**src/hw/rtl/psc_pkg.sv**
```systemverilog
// Shared constants, types and helper functions for the pot smoother / change detector.
package psc_pkg;

  localparam int MUX_COUNT        = 4;
  localparam int CHANNELS_PER_MUX = 16;
  localparam int STORE_DEPTH      = 64;
  localparam int KNOB_COUNT       = 56;
  localparam int ADDR_W           = $clog2(STORE_DEPTH);
  localparam int LEVEL_W          = 8;
  localparam int PERIOD_W         = 4;
  localparam int THRESH_W         = 8;
  localparam int CFG_W            = 8;
  localparam int CFG_IDX_W        = 1;

  // Channels that actually exist: limited by both the mux wiring and the store depth.
  localparam int CHAN_LIMIT = (MUX_COUNT * CHANNELS_PER_MUX < STORE_DEPTH) ?
                              MUX_COUNT * CHANNELS_PER_MUX : STORE_DEPTH;

  localparam logic [CFG_IDX_W-1:0] REG_THRESHOLD = 1'd0;
  localparam logic [CFG_IDX_W-1:0] REG_PERIOD    = 1'd1;

  localparam logic REQ_SAMPLE = 1'b0;
  localparam logic REQ_QUERY  = 1'b1;

  // Item that has issued its memory reads and waits for the data.
  typedef struct packed {
    logic               query;
    logic               skip;       // no memory access: bad knob or absent channel
    logic               bad;        // query for a knob beyond the wiring table
    logic [ADDR_W-1:0]  addr;
    logic [LEVEL_W-1:0] sample;     // reading with the two low bits dropped
    logic               snap_en;    // sample falls in a snapshot scan
    logic               sm_vld;     // smoothed entry written since reset
    logic               sm_fwd;     // smoothed entry written in the read cycle
    logic [LEVEL_W-1:0] sm_fwd_data;
    logic               sn_vld;
    logic               sn_fwd;
    logic [LEVEL_W-1:0] sn_fwd_data;
  } s1_t;

  // Write-back request toward both stores; they share one address.
  typedef struct packed {
    logic               sm_we;
    logic               sn_we;
    logic [ADDR_W-1:0]  addr;
    logic [LEVEL_W-1:0] sm_data;
    logic [LEVEL_W-1:0] sn_data;
  } wr_t;

  typedef struct packed {
    logic [LEVEL_W-1:0]   level;
    logic [LEVEL_W-2:0]   knob_level;
    logic                 changed;
    logic                 bad_index;
  } res_t;

  // Wiring table: the middle two mux banks are crossed, so swap bits 5 and 4.
  function automatic logic [ADDR_W-1:0] wiring_map(input logic [5:0] knob);
    return ADDR_W'({knob[4], knob[5], knob[3:0]});
  endfunction

endpackage

```
**src/hw/rtl/psc_if.sv**
```systemverilog
// Handshake interfaces for the item and result channels.
interface psc_item_if;
  logic       valid;
  logic       ready;
  logic       req_type;
  logic [5:0] channel;
  logic [9:0] raw_sample;
  logic       scan_start;
  logic [5:0] knob;

  modport source(output valid, req_type, channel, raw_sample, scan_start, knob,
                 input ready);
  modport sink(input valid, req_type, channel, raw_sample, scan_start, knob,
               output ready);
endinterface

interface psc_result_if;
  logic       valid;
  logic       ready;
  logic [7:0] level;
  logic [6:0] knob_level;
  logic       changed;
  logic       bad_index;

  modport source(output valid, level, knob_level, changed, bad_index, input ready);
  modport sink(input valid, level, knob_level, changed, bad_index, output ready);
endinterface

```
**src/hw/rtl/psc_ram.sv**
```systemverilog
// Generic single-write, single-read RAM with registered read data (read-first).
module psc_ram #(
  parameter int WIDTH = 8,
  parameter int DEPTH = 64
) (
  input  logic                     clk,
  input  logic                     we,
  input  logic [$clog2(DEPTH)-1:0] waddr,
  input  logic [WIDTH-1:0]         wdata,
  input  logic                     re,
  input  logic [$clog2(DEPTH)-1:0] raddr,
  output logic [WIDTH-1:0]         rdata
);

  logic [WIDTH-1:0] mem [DEPTH];

  always_ff @(posedge clk) begin
    if (we) begin
      mem[waddr] <= wdata;
    end
    if (re) begin
      rdata <= mem[raddr];
    end
  end

endmodule

```
**src/hw/rtl/psc_scan_ctrl.sv**
```systemverilog
// Scan counter and snapshot-scan decision for incoming samples.
module psc_scan_ctrl
  import psc_pkg::*;
(
  input  logic                clk,
  input  logic                rst,
  input  logic                step,        // sample beat accepted
  input  logic                scan_start,
  input  logic [PERIOD_W-1:0] period,
  output logic                snap_en      // this sample copies into the snapshot
);

  logic [PERIOD_W-1:0] scan_count;
  logic [PERIOD_W-1:0] scan_count_next;
  logic [PERIOD_W-1:0] period_eff;

  // A period of zero behaves as one.
  assign period_eff = (period == '0) ? PERIOD_W'(1) : period;

  always_comb begin
    scan_count_next = scan_count;
    if (scan_start) begin
      if (scan_count >= period_eff) begin
        scan_count_next = PERIOD_W'(1);
      end else begin
        scan_count_next = scan_count + PERIOD_W'(1);
      end
    end
  end

  assign snap_en = (scan_count_next == period_eff);

  always_ff @(posedge clk) begin
    if (rst) begin
      scan_count <= '0;
    end else if (step) begin
      scan_count <= scan_count_next;
    end
  end

endmodule

```
**src/hw/rtl/psc_update.sv**
```systemverilog
// Read-modify-write datapath: forward store data, average, compare, build write-back.
module psc_update
  import psc_pkg::*;
(
  input  s1_t                 s1,
  input  logic [LEVEL_W-1:0]  sm_rdata,
  input  logic [LEVEL_W-1:0]  sn_rdata,
  input  logic [THRESH_W-1:0] threshold,
  output wr_t                 wr,
  output res_t                res
);

  logic [LEVEL_W-1:0]   sm_cur;
  logic [LEVEL_W-1:0]   sn_cur;
  logic [LEVEL_W+2:0]   acc;
  logic [LEVEL_W-1:0]   avg;
  logic [LEVEL_W-1:0]   diff;
  logic                 chg;
  logic [LEVEL_W-1:0]   lvl;

  always_comb begin
    // Entry written in the read cycle beats the RAM; a never-written entry reads zero.
    if (s1.sm_fwd) begin
      sm_cur = s1.sm_fwd_data;
    end else if (s1.sm_vld) begin
      sm_cur = sm_rdata;
    end else begin
      sm_cur = '0;
    end
    if (s1.sn_fwd) begin
      sn_cur = s1.sn_fwd_data;
    end else if (s1.sn_vld) begin
      sn_cur = sn_rdata;
    end else begin
      sn_cur = '0;
    end

    // old*7 + new, then drop three bits
    acc  = {sm_cur, 3'b000} - {3'b000, sm_cur} + {3'b000, s1.sample};
    avg  = acc[LEVEL_W+2:3];
    diff = (sm_cur >= sn_cur) ? (sm_cur - sn_cur) : (sn_cur - sm_cur);
    chg  = (diff >= threshold);

    wr.addr    = s1.addr;
    wr.sm_we   = 1'b0;
    wr.sn_we   = 1'b0;
    wr.sm_data = avg;
    wr.sn_data = avg;
    lvl        = '0;
    res.changed = 1'b0;
    if (!s1.skip) begin
      if (s1.query) begin
        wr.sn_we    = chg;
        wr.sn_data  = sm_cur;
        lvl         = sm_cur;
        res.changed = chg;
      end else begin
        wr.sm_we = 1'b1;
        wr.sn_we = s1.snap_en;
        lvl      = avg;
      end
    end
    res.level      = lvl;
    res.knob_level = lvl[LEVEL_W-1:1];
    res.bad_index  = s1.bad;
  end

endmodule

```
**src/hw/rtl/pot_smoother_change_detector_core.sv**
```systemverilog
// Top level of the pot smoother / change detector: pipeline, stores and output register.
//
//  channel   dir  beat payload                                   notes
//  item      in   req_type, channel, raw_sample, scan_start,     sample or knob query
//                 knob
//  result    out  level, knob_level, changed, bad_index          one beat per item
//  wr_*      in   wr_index, wr_data                              threshold, snapshot period
//
// Throughput: one item per cycle while the result side keeps taking beats; a result goes
// from its item beat through the read cycle on the stores, then the update/write-back
// cycle into the output register. Both stores are 64x8 RAMs with registered reads.
// Reset: synchronous; clears the scan counter, the pipeline valids and the per-entry
// valid bits, so both stores read as zero at once with no clearing pass.
// Stalls: a full output register holds the update stage, which holds the item port.
module pot_smoother_change_detector_core
  import psc_pkg::*;
(
  input  logic                 clk,
  input  logic                 rst,
  psc_item_if.sink             item,
  psc_result_if.source         result,
  input  logic                 wr_en,
  input  logic [CFG_IDX_W-1:0] wr_index,
  input  logic [CFG_W-1:0]     wr_data
);

  logic [THRESH_W-1:0] threshold;
  logic [PERIOD_W-1:0] period;

  // Configuration registers.
  always_ff @(posedge clk) begin
    if (rst) begin
      threshold <= THRESH_W'(4);
      period    <= PERIOD_W'(10);
    end else if (wr_en) begin
      unique case (wr_index)
        REG_THRESHOLD: threshold <= wr_data[THRESH_W-1:0];
        REG_PERIOD:    period    <= wr_data[PERIOD_W-1:0];
        default:       ;
      endcase
    end
  end

  // Pipeline handshake: output register, then update stage, then item port.
  logic s1_valid;
  logic out_valid;
  logic out_free;
  logic s1_adv;
  logic accept;

  assign out_free   = !out_valid || result.ready;
  assign s1_adv     = s1_valid && out_free;
  assign item.ready = !s1_valid || s1_adv;
  assign accept     = item.valid && item.ready;

  // Address stage: decode the item and issue the store reads.
  logic              is_query;
  logic              knob_bad;
  logic              chan_bad;
  logic [ADDR_W-1:0] s0_addr;
  logic              s0_skip;
  logic              snap_en;
  logic              rd_en;

  assign is_query = (item.req_type == REQ_QUERY);
  assign knob_bad = ({1'b0, item.knob} >= 7'(KNOB_COUNT));
  assign chan_bad = ({1'b0, item.channel} >= 7'(CHAN_LIMIT));
  assign s0_addr  = is_query ? wiring_map(item.knob) : ADDR_W'(item.channel);
  assign s0_skip  = is_query ? knob_bad : chan_bad;
  assign rd_en    = accept && !s0_skip;

  psc_scan_ctrl u_scan (
    .clk        (clk),
    .rst        (rst),
    .step       (accept && !is_query),
    .scan_start (item.scan_start),
    .period     (period),
    .snap_en    (snap_en)
  );

  // Stores and their valid bits.
  wr_t                wr;
  logic               sm_we;
  logic               sn_we;
  logic [LEVEL_W-1:0] sm_rdata;
  logic [LEVEL_W-1:0] sn_rdata;
  logic [STORE_DEPTH-1:0] sm_valid;
  logic [STORE_DEPTH-1:0] sn_valid;

  // Write back only when the update stage moves on.
  assign sm_we = s1_adv && wr.sm_we;
  assign sn_we = s1_adv && wr.sn_we;

  psc_ram #(.WIDTH(LEVEL_W), .DEPTH(STORE_DEPTH)) u_smoothed (
    .clk   (clk),
    .we    (sm_we),
    .waddr (wr.addr),
    .wdata (wr.sm_data),
    .re    (rd_en),
    .raddr (s0_addr),
    .rdata (sm_rdata)
  );

  psc_ram #(.WIDTH(LEVEL_W), .DEPTH(STORE_DEPTH)) u_snapshot (
    .clk   (clk),
    .we    (sn_we),
    .waddr (wr.addr),
    .wdata (wr.sn_data),
    .re    (rd_en),
    .raddr (s0_addr),
    .rdata (sn_rdata)
  );

  always_ff @(posedge clk) begin
    if (rst) begin
      sm_valid <= '0;
      sn_valid <= '0;
    end else begin
      if (sm_we) begin
        sm_valid[wr.addr] <= 1'b1;
      end
      if (sn_we) begin
        sn_valid[wr.addr] <= 1'b1;
      end
    end
  end

  // Update stage register. The RAM reads first, so a write in the read cycle to the
  // same entry is captured here and forwarded.
  s1_t  s1;
  res_t res;

  always_ff @(posedge clk) begin
    if (rst) begin
      s1_valid <= 1'b0;
    end else if (item.ready) begin
      s1_valid <= item.valid;
    end
  end

  always_ff @(posedge clk) begin
    if (accept) begin
      s1.query       <= is_query;
      s1.skip        <= s0_skip;
      s1.bad         <= is_query && knob_bad;
      s1.addr        <= s0_addr;
      s1.sample      <= item.raw_sample[9:2];
      s1.snap_en     <= snap_en;
      s1.sm_vld      <= sm_valid[s0_addr];
      s1.sm_fwd      <= sm_we && (wr.addr == s0_addr);
      s1.sm_fwd_data <= wr.sm_data;
      s1.sn_vld      <= sn_valid[s0_addr];
      s1.sn_fwd      <= sn_we && (wr.addr == s0_addr);
      s1.sn_fwd_data <= wr.sn_data;
    end
  end

  psc_update u_update (
    .s1        (s1),
    .sm_rdata  (sm_rdata),
    .sn_rdata  (sn_rdata),
    .threshold (threshold),
    .wr        (wr),
    .res       (res)
  );

  // Output register: load on advance, drop the valid once the beat is taken.
  always_ff @(posedge clk) begin
    if (rst) begin
      out_valid <= 1'b0;
    end else if (out_free) begin
      out_valid <= s1_valid;
    end
  end

  always_ff @(posedge clk) begin
    if (s1_adv) begin
      result.level      <= res.level;
      result.knob_level <= res.knob_level;
      result.changed    <= res.changed;
      result.bad_index  <= res.bad_index;
    end
  end

  assign result.valid = out_valid;

endmodule

```
**src/flat_wrapper.sv**
```systemverilog
// flat-port wrapper written by rule: the top's interface ports become plain ports
module pot_smoother_change_detector_core_flat import psc_pkg::*;
  (clk, rst, wr_en, wr_index, wr_data, item_valid, item_req_type, item_channel, item_raw_sample, item_scan_start, item_knob, item_ready, result_valid, result_level, result_knob_level, result_changed, result_bad_index, result_ready);
  psc_item_if item_i ();
  psc_result_if result_i ();
  input  logic clk;
  input  logic rst;
  input  logic wr_en;
  input  logic [CFG_IDX_W-1:0] wr_index;
  input  logic [CFG_W-1:0] wr_data;
  input wire logic [$bits(item_i.valid)-1:0] item_valid;
  input wire logic [$bits(item_i.req_type)-1:0] item_req_type;
  input wire logic [$bits(item_i.channel)-1:0] item_channel;
  input wire logic [$bits(item_i.raw_sample)-1:0] item_raw_sample;
  input wire logic [$bits(item_i.scan_start)-1:0] item_scan_start;
  input wire logic [$bits(item_i.knob)-1:0] item_knob;
  output wire logic [$bits(item_i.ready)-1:0] item_ready;
  output wire logic [$bits(result_i.valid)-1:0] result_valid;
  output wire logic [$bits(result_i.level)-1:0] result_level;
  output wire logic [$bits(result_i.knob_level)-1:0] result_knob_level;
  output wire logic [$bits(result_i.changed)-1:0] result_changed;
  output wire logic [$bits(result_i.bad_index)-1:0] result_bad_index;
  input wire logic [$bits(result_i.ready)-1:0] result_ready;
  assign item_i.valid = item_valid;
  assign item_i.req_type = item_req_type;
  assign item_i.channel = item_channel;
  assign item_i.raw_sample = item_raw_sample;
  assign item_i.scan_start = item_scan_start;
  assign item_i.knob = item_knob;
  assign item_ready = item_i.ready;
  assign result_valid = result_i.valid;
  assign result_level = result_i.level;
  assign result_knob_level = result_i.knob_level;
  assign result_changed = result_i.changed;
  assign result_bad_index = result_i.bad_index;
  assign result_i.ready = result_ready;
  pot_smoother_change_detector_core u_core (.clk(clk), .rst(rst), .item(item_i), .result(result_i), .wr_en(wr_en), .wr_index(wr_index), .wr_data(wr_data));
endmodule
```
**config.mk**
```make
export PLATFORM = sky130hd
export DESIGN_NAME = pot_smoother_change_detector_core_flat
export DESIGN_NICKNAME = d
export VERILOG_FILES = /design/src/hw/rtl/psc_pkg.sv /design/src/hw/rtl/psc_if.sv /design/src/hw/rtl/psc_ram.sv /design/src/hw/rtl/psc_scan_ctrl.sv /design/src/hw/rtl/psc_update.sv /design/src/hw/rtl/pot_smoother_change_detector_core.sv /design/src/flat_wrapper.sv
export SDC_FILE = /design/constraint.sdc
export NUM_CORES = 2
export LEC_CHECK = 0
export BUFFER_PORTS_ARGS = -buffer_cell sky130_fd_sc_hd__buf_2
export CAP_MARGIN = 20
export CELL_PAD_IN_SITES_DETAIL_PLACEMENT = 0
export CELL_PAD_IN_SITES_GLOBAL_PLACEMENT = 1
export CORE_ASPECT_RATIO = 0.9
export CORE_MARGIN = 1
export CORE_UTILIZATION = 49
export DETAILED_ROUTE_END_ITERATION = 8
export PLACE_DENSITY_LB_ADDON = 0.1
export SYNTH_ARGS = -nofsm -noshare
export SYNTH_HDL_FRONTEND = slang
export SYNTH_HIERARCHICAL = 1
export SYNTH_SLANG_ARGS = --single-unit
```
**constraint.sdc**
```tcl
create_clock -name clk -period 6.3 [get_ports clk]
set_input_delay 0.315 -clock clk [delete_from_list [all_inputs] [get_ports clk]]
set_output_delay 0.315 -clock clk [all_outputs]
set_load 0.005 [all_outputs]
```
==> impl_metrics.csv <==
group,metric,value,unit
final_layout,multiInputGateArea,13700,um^2
global_route,grt_max_degree,101,
worst_setup_path,cp.required,6.72,ns
routing,ant_nets,0,
routing,drc,0,
logic_synthesis,ys_ff_latch,1240,
global_route,grt_pass1_vias,27700,
sta,fmax,0.166,GHz
sta,timing.final.crit_share,95.7,%
sta,worstMarginPinSlew,1.04,ns
sta,skew,0.0365,ns
logic_synthesis,synth_nets,3049,
routing,drt-vias-per-instance,5.97,
cts,clkSlewWorstSetupHoldPaths,0.06,ns
sta,hold_slack,0.0764,ns
worst_setup_path,end_kind,"flop",
cts,htreeDepth,3,
final_layout,drive_above_1_share,22.2,%
sta,finalHoldViolations,0,
global_route,antenna_found_initial,3,
worst_setup_path,critPathLaunchType,"flop",
sta,finalSetupTns,0,ns
logic_synthesis,synth.distinct_cells,77,
logic_synthesis,ys_seq_area_share,70.9,%
routing,dr.pass1.iters,8,
final_layout,antennaDiodeCount,0,
floorplan,rows,111,
global_route,grt_use_met3,4.92,%
routing,wl_per_cell,26.5,um
logic_synthesis,synth_edf_count,1094,
sta,finalSetupViolations,0,
power,cellPowerDensity,421,nW/um^2
global_route,grt_usage,23.6,%
floorplan,die_w,340,um
floorplan,ioPinCount,57,
worst_setup_path,path_max_fanout,8,
final_layout,post-route-cell-area,57100,um^2
logic_synthesis,synth_flop_cell,"edfxtp_1",
cts,clock_latency,0.72,ns
hold_path,hold_class,"input pin to flop",
floorplan,die_h,306,um
logic_synthesis,syn_avg_cell_area,17.0,um^2
global_route,met2_usage,36.2,%
logic_synthesis,synthTopCellsByCount,"edfxtp_1, nor2_1, mux4_2",
power,p_leak,0.0188,uW
logic_synthesis,synth_warnings,6,
global_route,met1_usage,34.4,%
global_route,grt-busiest-layer,"met2",
routing,wl,122,mm
logic_synthesis,synth_top_area_cell,"edfxtp_1",
worst_setup_path,arrival,6.45,ns
global_route,gr-total-overflow,0,
final_layout,area.sequential,35800,um^2
final_layout,final_nets,3236,
place,port_buffers,54,
place,postPlaceCellArea,52700,um^2
routing,first_iter_violations,2631,
cts,clockRootBuffer,"clkbuf_16",
floorplan,core,102000,um^2
run,cap_violations,0,
logic_synthesis,synth.top_cell.area_share,65.1,%
power,ir_worst_vdd,0.513,mV
global_route,grt_pass1_wl,181,mm
final_layout,area_growth,13.2,%
worst_setup_path,reg2regPathDepth,22,
logic_synthesis,synth_area_leaders,"edfxtp_1, mux4_2, dfxtp_1, nor2_1, a21oi_1",
logic_synthesis,netlist_area,50400,um^2
cts,cts_sinks,1240,
sta,slew_violations,0,
cts,numCtsBuffers,121,
final_layout,fillers,7896,
logic_synthesis,syn_inst,2968,
floorplan,die_area,104000,um^2
hold_path,hold_depth,3,
place,hpwl,75.2,mm
worst_setup_path,critPathKind,"flop to flop",
routing,dr_total_vias,27500,
place,gp_congestion,0.862,
cts,tritoncts,"yes",
sta,rsz0062_at_grt,"false",
sta,relSlewSlack,30.7,%
status,status,"complete, no violations",
logic_synthesis,synth-async-reset-ratio,0,%
cts,ctsLongestPathBuffers,3,
sta,min_period,6.03,ns
floorplan,start_util,49.5,%
logic_synthesis,yosysMostFrequentCell,"edfxtp_1",
==> final timing paths <==
check | endpoint | start | slack [ns]
max | u_core/u_snapshot/mem[60][1]$_DFFE_PP_ | u_core/s1[18]$_DFFE_PP_ | 0.27
min | u_core/s1[36]$_DFFE_PP_ | item_knob[3] | 0.08
max reg2reg | u_core/u_snapshot/mem[60][1]$_DFFE_PP_ | u_core/s1[18]$_DFFE_PP_ | 0.27
min reg2reg | u_core/sm_valid[43]$_SDFFE_PP0P_ | u_core/sm_valid[43]$_SDFFE_PP0P_ | 0.46
==> metal layers <==
layer | routed length (um) | vias up | part of all wire (%)
met4 | 2730 | 2 | 2.2
met2 | 56600 | 998 | 46
met5 | 13 | - | 0.011
li1 | - | 12100 | -
met1 | 53600 | 14300 | 44
met3 | 9230 | 181 | 7.6
==> critical path, cell delays in order, from the launching register on <==
cell and delay, ns:
edfxtp_1 0.50, nand3b_1 0.23, nand2_1 0.24, inv_1 0.14, ha_1 0.23, fa_1 0.48, or3_1 0.42, a311oi_2 0.34
nor3_4 0.14, mux2i_1 0.15, xnor2_1 0.15, ha_1 0.28, a21o_1 0.11, a21oi_1 0.06, a2bb2oi_1 0.16, a2111oi_0 0.45
nand2_1 0.10, buf_4 0.18, inv_2 0.19, nor2b_1 0.34, nand2_1 0.28, nor2_1 0.36, buf_4 0.21
==> power by group <==
part / leakage, uW / internal (uW) / switching [uW]
combinational: 0.00580 / 1230 / 4030
clock: 0.00189 / 4010 / 3020
sequential: 0.0111 / 11700 / 57.6
total: 0.0188 / 16900 / 7110
==> per-stage QoR <==
| step | cells | util, % | setup WS (ns) | power (uW) |
|---|---|---|---|---|
| after floorplan | 2968 | - | 0.489 | 14800 |
| after global placement | 4341 | 51.7 | 0.294 | 16900 |
| after detailed placement | 4345 | 51.7 | 0.132 | 17100 |
| after CTS | 4597 | 55.9 | 0.0975 | 24100 |
| after global routing | 4606 | 56.0 | 0.0423 | 25000 |
| final | 4606 | 56.0 | 0.269 | 24000 |
==> cells in the final DEF, fill, tap and decap left out, types with 10 or more instances in the layout <==
cell type,Yosys,layout
ha_1,37,37
edfxtp_1,1094,1094
bufinv_16,0,10
a21o_1,13,12
clkinv_1,0,29
mux2i_1,69,65
nor3_1,27,26
xnor2_1,18,14
clkbuf_1,78,17
o22ai_1,22,22
nor2_1,330,329
inv_1,54,48
dfxtp_1,146,146
o21ai_0,16,14
clkinv_2,0,24
a211oi_1,12,12
nand2b_1,23,23
nand3b_1,10,10
a21oi_1,177,177
mux2_2,31,29
o221ai_1,18,18
nand2_1,140,137
dlygate4sd3_1,0,34
nor2b_1,33,32
a22oi_1,17,17
clkbuf_16,0,124
mux4_2,269,269
nand4_1,10,10
buf_4,42,134
buf_2,30,57
a221oi_1,13,13
nand3_1,55,55
==> registers in the layout (all words and copies together) (netlist names) <==
signal and cells:
u_core/s1 37, u_core/u_snapshot/rdata 8, u_core/sm_valid 64, u_core/result.changed 1
u_core/threshold 8, u_core/result.valid 1, u_core/result.level 8, u_core/u_smoothed/mem 512
u_core/u_smoothed/rdata 8, u_core/result.bad_index 1, u_core/u_snapshot/mem 512, u_core/u_scan/scan_count 4
u_core/s1_valid 1, u_core/sn_valid 64, u_core/period 4, u_core/result.knob_level 7
==> area by class of cell <==
class                   instances  share of cell area, %
multi-input cells            1497                   23.9
flip-flops and latches       1240                   62.7
repair buffers                236                   3.24
inverters                      59                  0.406
clock buffers                 144                   5.62
clock inverters                74                   1.15
well taps                    1356                   2.97
==> cells by family (layout without fill, tap and decap cells) <==
group / after synthesis / count (layout) / synth area share (%)
fa+ha+maj: 43 / 43 / 1.16
xor+xnor: 23 / 23 / 0.399
flops: 1240 / 1240 / 70.9
mux: 373 / 373 / 14.2
buf+inv: 231 / 513 / 2.38
simple gates: 678 / 678 / 6.06
compound gates: 380 / 380 / 4.88
==> timing repair <==
action,4_1_cts,5_1_grt
endpoints found under the setup margin,0,265
hold buffers,34,0
setup buffers,0,2
resized for setup,0,3
endpoints found under the hold margin,27,0
No activity file was read; power rests on OpenSTA's default activity.
